===== src/sv/fqs_pkg.sv =====
// ----------------------------------------------------------------------------
// fqs_pkg
// Shared sizes, operation and status codes, and a slot helper for the
// bounded FIFO queue with search.
// ----------------------------------------------------------------------------
package fqs_pkg;

  // Storage geometry
  localparam int DEPTH      = 16;
  localparam int DATA_WIDTH = 32;
  localparam int IDX_W      = (DEPTH > 1) ? $clog2(DEPTH) : 1;
  localparam int CNT_W      = $clog2(DEPTH + 1);

  // Capacity register
  localparam int CAP_W     = 5;
  localparam int CAP_RESET = 16;
  localparam int LIM_W     = (CAP_W > CNT_W) ? CAP_W : CNT_W;

  // Field widths
  localparam int OP_W   = 2;
  localparam int STAT_W = 2;

  // Operation codes
  localparam logic [OP_W-1:0] OP_PUSH   = 2'd0;
  localparam logic [OP_W-1:0] OP_POP    = 2'd1;
  localparam logic [OP_W-1:0] OP_SEARCH = 2'd2;

  // Status codes
  localparam logic [STAT_W-1:0] STAT_DONE  = 2'd0;
  localparam logic [STAT_W-1:0] STAT_FULL  = 2'd1;
  localparam logic [STAT_W-1:0] STAT_EMPTY = 2'd2;

  // Advance a slot index around the circular store
  function automatic logic [IDX_W-1:0] next_slot(input logic [IDX_W-1:0] slot);
    logic [IDX_W-1:0] inc;
    inc = slot + 1'b1;
    return (slot == IDX_W'(DEPTH - 1)) ? '0 : inc;
  endfunction

endpackage


===== src/sv/fifo_queue_with_search_top.sv =====
// ----------------------------------------------------------------------------
// fifo_queue_with_search_top
// Bounded circular FIFO of signed values with push, pop and linear search.
// ----------------------------------------------------------------------------
// One request is worked on at a time. Push and pop are first accepted (which
// starts the read of the head slot), then update the single-port-read store
// and load the result register. Search reads the held entries from oldest to
// newest, one per cycle through the RAM read port, and stops at the first
// match or at the newest entry. An empty queue answers pop or search with
// empty status. A result waits in its output register while the next request
// is accepted; a request finishes only once the output register is free.
// Capacity values above the store depth act as the depth; zero makes every
// push report full.
// ----------------------------------------------------------------------------
module fifo_queue_with_search_top (
  input  logic                                clk,
  input  logic                                rst,
  // Configuration
  input  logic                                cfg_write_en,
  input  logic [fqs_pkg::CAP_W-1:0]           cfg_write_data,
  // Request channel
  input  logic                                in_valid,
  output logic                                in_stall,
  input  logic [fqs_pkg::OP_W-1:0]            opcode,
  input  logic signed [fqs_pkg::DATA_WIDTH-1:0] value,
  // Result channel
  output logic                                out_valid,
  input  logic                                out_stall,
  output logic [fqs_pkg::STAT_W-1:0]          status,
  output logic signed [fqs_pkg::DATA_WIDTH-1:0] popped_value,
  output logic                                found_flag
);

  import fqs_pkg::*;

  typedef enum logic {
    S_IDLE,
    S_EXEC
  } state_t;

  state_t                  state;
  logic [CAP_W-1:0]        capacity;
  logic [IDX_W-1:0]        head_index;
  logic [IDX_W-1:0]        tail_index;
  logic [CNT_W-1:0]        entry_count;
  logic [OP_W-1:0]         cmd_op;
  logic signed [DATA_WIDTH-1:0] cmd_value;
  logic [IDX_W-1:0]        rd_slot;
  logic [CNT_W-1:0]        scan_cnt;

  logic                    accept;
  logic                    out_free;
  logic [LIM_W-1:0]        cap_ext;
  logic [LIM_W-1:0]        limit;
  logic                    is_empty;
  logic                    is_full;
  logic                    hit;
  logic                    last;
  logic                    finish;
  logic                    done;
  logic                    scan_step;

  logic [STAT_W-1:0]            status_next;
  logic signed [DATA_WIDTH-1:0] popped_value_next;
  logic                         found_flag_next;

  logic                    ram_we;
  logic                    ram_re;
  logic [IDX_W-1:0]        ram_raddr;
  logic [DATA_WIDTH-1:0]   ram_rdata;

  // Handshake
  assign in_stall = (state != S_IDLE);
  assign accept   = in_valid && !in_stall;
  assign out_free = !out_valid || !out_stall;

  // Occupancy checks against the clamped capacity
  assign cap_ext  = LIM_W'(capacity);
  assign limit    = (cap_ext > LIM_W'(DEPTH)) ? LIM_W'(DEPTH) : cap_ext;
  assign is_empty = (entry_count == '0);
  assign is_full  = (LIM_W'(entry_count) >= limit);

  // Search compare on the entry currently in the read register
  assign hit  = (ram_rdata == cmd_value);
  assign last = (scan_cnt == entry_count - 1'b1);

  // Decide whether the current request can finish this cycle
  always_comb begin
    case (cmd_op)
      OP_SEARCH: finish = is_empty || hit || last;
      default:   finish = 1'b1;
    endcase
  end

  // Form the result of the current request
  always_comb begin
    status_next       = STAT_DONE;
    popped_value_next = '0;
    found_flag_next   = 1'b0;
    case (cmd_op)
      OP_PUSH: begin
        if (is_full) begin
          status_next = STAT_FULL;
        end
      end
      OP_POP: begin
        if (is_empty) begin
          status_next = STAT_EMPTY;
        end else begin
          popped_value_next = ram_rdata;
        end
      end
      OP_SEARCH: begin
        if (is_empty) begin
          status_next = STAT_EMPTY;
        end else begin
          found_flag_next = hit;
        end
      end
      default: begin
        status_next = STAT_DONE;
      end
    endcase
  end

  assign done      = (state == S_EXEC) && finish && out_free;
  assign scan_step = (state == S_EXEC) && (cmd_op == OP_SEARCH) && !finish;

  // Store accesses: reads and writes never target the same cycle, since
  // writes happen only when a push finishes and reads start no earlier than
  // the next accepted request
  assign ram_re    = accept || scan_step;
  assign ram_raddr = (state == S_IDLE) ? head_index : rd_slot;
  assign ram_we    = done && (cmd_op == OP_PUSH) && !is_full;

  fqs_ram #(
    .WIDTH (DATA_WIDTH),
    .DEPTH (DEPTH)
  ) u_store (
    .clk   (clk),
    .we    (ram_we),
    .waddr (tail_index),
    .wdata (cmd_value),
    .re    (ram_re),
    .raddr (ram_raddr),
    .rdata (ram_rdata)
  );

  // Sequencer, queue pointers and result register
  always_ff @(posedge clk) begin
    if (rst) begin
      state       <= S_IDLE;
      capacity    <= CAP_W'(CAP_RESET);
      head_index  <= '0;
      tail_index  <= '0;
      entry_count <= '0;
      out_valid   <= 1'b0;
    end else begin
      // Capture configuration
      if (cfg_write_en) begin
        capacity <= cfg_write_data;
      end

      // Load a finished result, else drop a result once taken
      if (done) begin
        out_valid <= 1'b1;
      end else if (out_valid && !out_stall) begin
        out_valid <= 1'b0;
      end

      case (state)
        S_IDLE: begin
          if (accept) begin
            cmd_op    <= opcode;
            cmd_value <= value;
            scan_cnt  <= '0;
            rd_slot   <= next_slot(head_index);
            state     <= S_EXEC;
          end
        end
        S_EXEC: begin
          // Advance the search walk
          if (scan_step) begin
            scan_cnt <= scan_cnt + 1'b1;
            rd_slot  <= next_slot(rd_slot);
          end
          // Finish: update pointers and load the result
          if (done) begin
            state        <= S_IDLE;
            status       <= status_next;
            popped_value <= popped_value_next;
            found_flag   <= found_flag_next;
            case (cmd_op)
              OP_PUSH: begin
                if (!is_full) begin
                  tail_index  <= next_slot(tail_index);
                  entry_count <= entry_count + 1'b1;
                end
              end
              OP_POP: begin
                if (!is_empty) begin
                  head_index  <= next_slot(head_index);
                  entry_count <= entry_count - 1'b1;
                end
              end
              default: begin
              end
            endcase
          end
        end
        default: begin
          state <= S_IDLE;
        end
      endcase
    end
  end

endmodule


===== src/sv/fqs_ram.sv =====
// ----------------------------------------------------------------------------
// fqs_ram
// Generic single-write, single-read synchronous RAM. Read data is registered
// and holds its value while no read is enabled.
// ----------------------------------------------------------------------------
module fqs_ram #(
  parameter int WIDTH = 32,
  parameter int DEPTH = 16
) (
  input  logic                                   clk,
  input  logic                                   we,
  input  logic [((DEPTH > 1) ? $clog2(DEPTH) : 1)-1:0] waddr,
  input  logic [WIDTH-1:0]                       wdata,
  input  logic                                   re,
  input  logic [((DEPTH > 1) ? $clog2(DEPTH) : 1)-1:0] raddr,
  output logic [WIDTH-1:0]                       rdata
);

  logic [WIDTH-1:0] mem [DEPTH];

  // Write port
  always_ff @(posedge clk) begin
    if (we) begin
      mem[waddr] <= wdata;
    end
  end

  // Registered read port
  always_ff @(posedge clk) begin
    if (re) begin
      rdata <= mem[raddr];
    end
  end

endmodule

===== config.mk =====
export PLATFORM = sky130hd
export DESIGN_NAME = fifo_queue_with_search_top
export DESIGN_NICKNAME = d
export VERILOG_FILES = /design/src/sv/fqs_pkg.sv /design/src/sv/fifo_queue_with_search_top.sv /design/src/sv/fqs_ram.sv
export SDC_FILE = /design/constraint.sdc
export NUM_CORES = 1
export LEC_CHECK = 0
export BUFFER_PORTS_ARGS = -buffer_cell sky130_fd_sc_hd__buf_2
export CAP_MARGIN = 20
export CORE_MARGIN = 3
export CORE_UTILIZATION = 60
export CTS_BUF_LIST = sky130_fd_sc_hd__clkbuf_4 sky130_fd_sc_hd__clkbuf_8
export DETAILED_ROUTE_END_ITERATION = 10
export GPL_TIMING_DRIVEN = 0
export PLACE_DENSITY = 0.82
export REMOVE_ABC_BUFFERS = 1
export SLEW_MARGIN = 20
export SYNTH_ARGS = -nofsm -noshare
export SYNTH_HDL_FRONTEND = slang
export SYNTH_SLANG_ARGS = --single-unit

===== constraint.sdc =====
create_clock -name clk -period 6.1 [get_ports clk]
set_clock_uncertainty 0.15 [all_clocks]
set_input_delay 1.525 -clock clk [delete_from_list [all_inputs] [get_ports clk]]
set_output_delay 1.525 -clock clk [all_outputs]
set_load 0.05 [all_outputs]

=== Yosys cells after proc, flatten, opt, wreduce, memory -nomap -nowiden ===
Memories as Yosys holds them, arrays and structs flattened. A register that Yosys moved wholly into a read port is not among the register bits.
Index checks and enable logic that the tools add are counted.

* Register bits after elaboration: 98
* Latch bits: 0
* RAM bits: 512
* Bits in read-only memories: 0
* Logic and storage cells: 94
* Memories: 1

* Add/sub/neg operators: 6
* $mul: 0
* Div/mod/pow operators: 0
* $lt $le $gt $ge: 2
* Eq/ne operators: 11
* Shifts and indexed selects: 0
* Multiplexer cells: 25
* Bitwise operators: 6
* Reductions and logical operators: 30

{| class="wikitable"
|+ Memories
! name !! depth !! width !! rd ports !! clocked after Yosys merged registers in !! wr ports !! RTL line !! source
|-
| u_store.mem || 16 || 32 || 1 || 1 || 1 || fqs_ram.sv:19 || <nowiki>logic [WIDTH-1:0] mem [DEPTH];</nowiki>
|}

{| class="wikitable"
|+ Operators by type and width
! operator !! number
|-
| equality test 32 bit || 1
|-
| 2-to-1 mux 5 bit || 5
|-
| 2-to-1 mux 4 bit || 6
|-
| one-hot mux 5 bit (2 select lines) || 2
|-
| adder 4 x 1 -> 4 bit, second input constant || 3
|-
| equality test 4 bit, second input constant || 3
|-
| adder 5 x 1 -> 5 bit, second input constant || 2
|-
| AND reduction 3 bit || 3
|-
| logical AND 1 bit || 8
|-
| 2-to-1 mux 1 bit || 8
|-
| one-hot mux 4 bit (2 select lines) || 1
|-
| AND reduction 4 bit || 2
|-
| != test 2 bit, second input constant || 3
|-
| NOT 1 bit || 6
|-
| OR reduction 2 bit || 3
|-
| equality test 5 bit || 1
|-
| >= comparator 5 bit || 1
|-
| greater-than comparator 5 bit, second input constant || 1
|-
| zero test 1 bit || 5
|-
| zero test 5 bit || 1
|-
| AND reduction 5 bit || 1
|-
| subtractor 5 x 1 -> 5 bit, second input constant || 1
|-
| logical OR 1 bit || 4
|-
| one-hot mux 2 bit (2 select lines) || 1
|-
| 7 further kinds || 8
|}

=== Depth between registers and ports, before layout ===
* Depth after elaboration: 10
* Gate-level depth with buffers: 10

=== Modules after synthesis ===
A second synthesis with hierarchy kept.

* Cells, all modules: 1206
* Area total of the unflattened synthesis: 24793.8 um^2

{| class="wikitable"
|+ By module, submodules not included
! module !! times used !! cells each !! area each (um^2) !! sequential area each (um^2)
|-
| fqs_ram || 1 || 838 || 20155.6 || 16335.7
|-
| fifo_queue_with_search_top || 1 || 368 || 4638.2 || 2742.6
|}

=== Worst setup path after synthesis ===
Ideal clock, no wire load.

* Kind: in2reg
* Start point: input port rst
* End point: register found_flag (enable)
* Library setup time: 0.471 ns
* Arrival: 4.176 ns
* Slack: 1.303 ns
* Stages: 2
* Cells stage by stage: buf_1 nor3_1

* Word-level cells in the longest chain between the ends: 2

{| class="wikitable"
|+ RTL lines
! what !! RTL line !! source
|-
| from (decl) || fifo_queue_with_search_top.sv:17 || <nowiki>input logic rst,</nowiki>
|-
| NOT 1 bit (no source line) || n/a ||
|-
| AND reduction 3 bit (no source line) || n/a ||
|-
| to (signal assigned) || fifo_queue_with_search_top.sv:192 || <nowiki>found_flag <= found_flag_next;</nowiki>
|-
| to (decl) || fifo_queue_with_search_top.sv:31 || <nowiki>output logic found_flag</nowiki>
|}

No other way between the ends.
A chain may end at the register's enable or synchronous reset.

=== Final worst setup path ===
* Start point: register cmd_value[17]
* End point: memory u_store.mem[3][1] (enable)

* Word-level cells in the longest chain between the ends: 10

{| class="wikitable"
|+ RTL lines
! what !! RTL line !! source
|-
| from (decl) || fifo_queue_with_search_top.sv:47 || <nowiki>logic signed [DATA_WIDTH-1:0] cmd_value;</nowiki>
|-
| from (signal assigned) || fifo_queue_with_search_top.sv:175 || <nowiki>cmd_value <= value;</nowiki>
|-
| equality test 32 bit || fifo_queue_with_search_top.sv:84 || <nowiki>assign hit = (ram_rdata == cmd_value);</nowiki>
|-
| logical OR 1 bit (2 in a row) || fifo_queue_with_search_top.sv:90 || <nowiki>OP_SEARCH: finish = is_empty || hit || last;</nowiki>
|-
| 2-to-1 mux 1 bit || fifo_queue_with_search_top.sv:89 || <nowiki>case (cmd_op)</nowiki>
|-
| logical AND 1 bit (2 in a row) || fifo_queue_with_search_top.sv:126 || <nowiki>assign done = (state == S_EXEC) && finish && out_free;</nowiki>
|-
| logical AND 1 bit (2 in a row) || fifo_queue_with_search_top.sv:134 || <nowiki>assign ram_we = done && (cmd_op == OP_PUSH) && !is_full;</nowiki>
|-
| 2-to-1 mux 1 bit || fqs_ram.sv:23 || <nowiki>if (we) begin</nowiki>
|-
| 2-to-1 mux 1 bit (not written as such) || fqs_ram.sv:24 || <nowiki>mem[waddr] <= wdata;</nowiki>
|-
| to (decl) || fqs_ram.sv:19 ||
|}

No other way between the ends.

==> impl_metrics.json <==
{
  "status": "finished clean",
  "diodes": 0,
  "num-nets-final": 1487,
  "drc": 0,
  "clock-sinks": 642,
  "die_w_um": 210,
  "grt_setup_unrepaired": "no",
  "synthCells": 1262,
  "synthXorXnorAreaFrac_pct": 1.57,
  "fin_util_pct": 70.4,
  "ctsHoldBuffers": 0,
  "ios": 81,
  "fp.dieH_um": 210,
  "ctsResizeCount": 0,
  "synthMuxAreaShare_pct": 12.2,
  "tns_ps": 0,
  "synth.area.top_cells": "edfxtp_1 (75%), mux4_2 (12%), dfxtp_1 (1.6%)",
  "synth_top_family_by_area": "multiplexers",
  "ys.flop_type": "edfxtp_1",
  "netlist_area_um2": 25000,
  "portBuffers": 80,
  "cp_cell_sequence": "xor2_1, nor4_1, nand4_1, o21ai_0, and3_1, and2_2, buf_16",
  "worst_slew_pin_slew_ps": 810,
  "endpoint_kind": "register",
  "hpwl_um": 33000,
  "coreArea_um2": 41000,
  "cts_setup_buffers": 0,
  "finalSetupViolations": 0,
  "cts-root-buf": "clkbuf_8",
  "synth_cell_type_count": 53,
  "hold_path.class": "register to register",
  "vias_per_cell": 6.48,
  "ys_seq_elements": 642,
  "placedCellCount": 1858,
  "clk_latency_ps": 670,
  "finalCritPeriodShare_pct": 75.5,
  "worst-path-max-fanout": 19,
  "wl_per_cell_um": 27.7,
  "p_leak_nw": 9.87,
  "synth_top_cell_by_area": "edfxtp_1",
  "avgSynthCellArea_um2": 19.8,
  "stdcell_count": 2029,
  "vdd_drop_max_v": 0.000185,
  "crit_required_ps": 6290,
  "path_delay_family": "simple AND/OR/NAND/NOR gates",
  "start_util_pct": 61.0,
  "grt_max_degree": 45,
  "maxCapViolCount": 0,
  "drive_gt1_share_pct": 29.7,
  "critical_path_class": "register to register",
  "async_reset_ff_share_pct": 0,
  "synthAdderAreaFrac_pct": 0.900,
  "die-area_um2": 44200,
  "cts_buffer_depth": 3,
  "gp_congestion": 0.749,
  "synth_compound_area_share_pct": 2.96,
  "yosysSeqAreaShare_pct": 76.2,
  "start_kind": "register",
  "fin_crit_ps": 4610,
  "cts_tree": "built",
  "grt_pass1_wl_um": 84300,
  "cp.arrival_ps": 4800,
  "crit_slowest_cell": "and2_2",
  "firstDrtPassIters": 6,
  "synth_top_area_share_pct": 74.6,
  "antenna_found_initial": 1,
  "slew_headroom_pct": 45.5,
  "synth-simple-area-share_pct": 4.81,
  "cts_buffers": 97,
  "drt_iter0_markers": 1631,
  "track_usage_pct": 26.0,
  "worst-path-buf-inv": 1,
  "yosysWarnings": 0,
  "finalHoldViolCount": 0,
  "grt-ovfl-total": 0,
  "routed_wl_um": 56300,
  "synth_edf_count": 622,
  "fp-row-count": 74,
  "max_stage_delay_ps": 760,
  "clk_pin_slew_ps": 60,
  "clock.fmax_mhz": 217,
  "vias": 13200,
  "cts-htree-levels": 3,
  "p_per_area_nw_per_um2": 310,
  "report.final.slew_viol_count": 0,
  "ant_nets": 0,
  "area_growth_pct": 15.4,
  "power_mw": 8.94,
  "first_global_vias": 13500
}
[worst reg2reg max path, cell delays in order (launching register included)]
cell and delay, ps:
edfxtp_1 610, xor2_1 260, nor4_1 740, nand4_1 390
o21ai_0 700, and3_1 440, and2_2 760, buf_16 250
[registers in the layout (all words and copies together), names as in the netlist, 5 cells and up]
| signal | cells |
|---|---|
| u_store.mem | 512 |
| cmd_value | 32 |
| popped_value | 32 |
| u_store.rdata | 32 |
| cap_ext | 5 |
| entry_count | 5 |
| scan_cnt | 5 |
[routing by layer]
| layer | global-route usage, % | routed length (um) | vias up |
|---|---|---|---|
| met1 | 36.9 | 21400 | 6705 |
| li1 | - | - | 5466 |
| met5 | 0 | 13 | - |
| met4 | 10.6 | 1880 | 2 |
| met2 | 40.6 | 27200 | 838 |
| met3 | 5.52 | 5810 | 140 |
[path summary, 6_finish.rpt]
check | cells after the start | start | end | slack, ps
setup reg to reg | 7 | cmd_value[17] | u_store.mem[3][1] | 1490
hold reg to reg | 2 | cap_ext[3] | cap_ext[3] | 370
setup / recovery | 7 | cmd_value[17] | u_store.mem[3][1] | 1490
hold / removal | 2 | cap_ext[3] | cap_ext[3] | 370
[where the power goes]
group	switching [mW]	total [mW]	leakage (nW)	internal, mW
clock network	1.59	3.48	1.00	1.88
registers	0.0709	4.96	5.80	4.89
logic	0.277	0.506	3.07	0.229
[stage by stage]
stage | hold WS [ps] | setup WS [ps] | area [um^2]
2_1_floorplan | 302 | -8340 | 24700
3_3_place_gp | 323 | -13710 | 25800
3_5_place_dp | 357 | 1630 | 27000
4_1_cts | 371 | 1590 | 28900
5_1_grt | 398 | 1210 | 28900
6_report | 371 | 1490 | 28900
[final cells by class]
cell class / instances / area, um^2
inverter: 12 / 45.0
clock inverter: 37 / 267
tap: 532 / 666
fill: 2312 / 12100
clock buffer: 134 / 1630
timing repair buffer: 128 / 1480
sequential: 642 / 19100
multi-input combinational: 544 / 5720
[Yosys cell counts, drive strengths merged (2+ instances only)]
cell,n
nor2b,8
o21ai,11
inv,12
mux2i,10
dfxtp,20
ha,18
nand4,4
buf,28
xnor2,8
nor3,6
and3,45
a21oi,12
and2,46
a21o,3
a31oi,36
or3,2
nand2,76
clkbuf,36
mux4,128
xor2,37
a211oi,32
mux2,6
nor3b,2
nor2,20
nor4,8
nand3,7
edfxtp,622
a31o,2
[cell families (layout without fill, tap and decap cells)]
group	Yosys count	after routing
buffers and inverters	76	311
DFF	642	642
and+or+nand+nor	230	230
adders and majority gates	18	18
muxes	144	144
xor gates and xnor gates	45	45
AOI/OAI and AO/OA	107	107
[cells in the final DEF (no fill, tap or decap), drive strengths merged, types with 2 or more instances in the layout]
master and instances:
a21oi 12, o21ai 11, buf 128, nor4 8
nor3b 2, mux2 6, xnor2 8, nand2 76
a31o 2, bufinv 4, a21o 3, nor2b 8
a211oi 32, xor2 37, dfxtp 20, or3 2
inv 13, edfxtp 622, clkinvlp 2, mux2i 10
nand3 7, nor2 20, mux4 128, ha 18
nand4 4, a31oi 36, clkbuf 134, nor3 6
and2 46, clkinv 30, and3 45
Note: power is estimated with default switching activity, not from simulation.
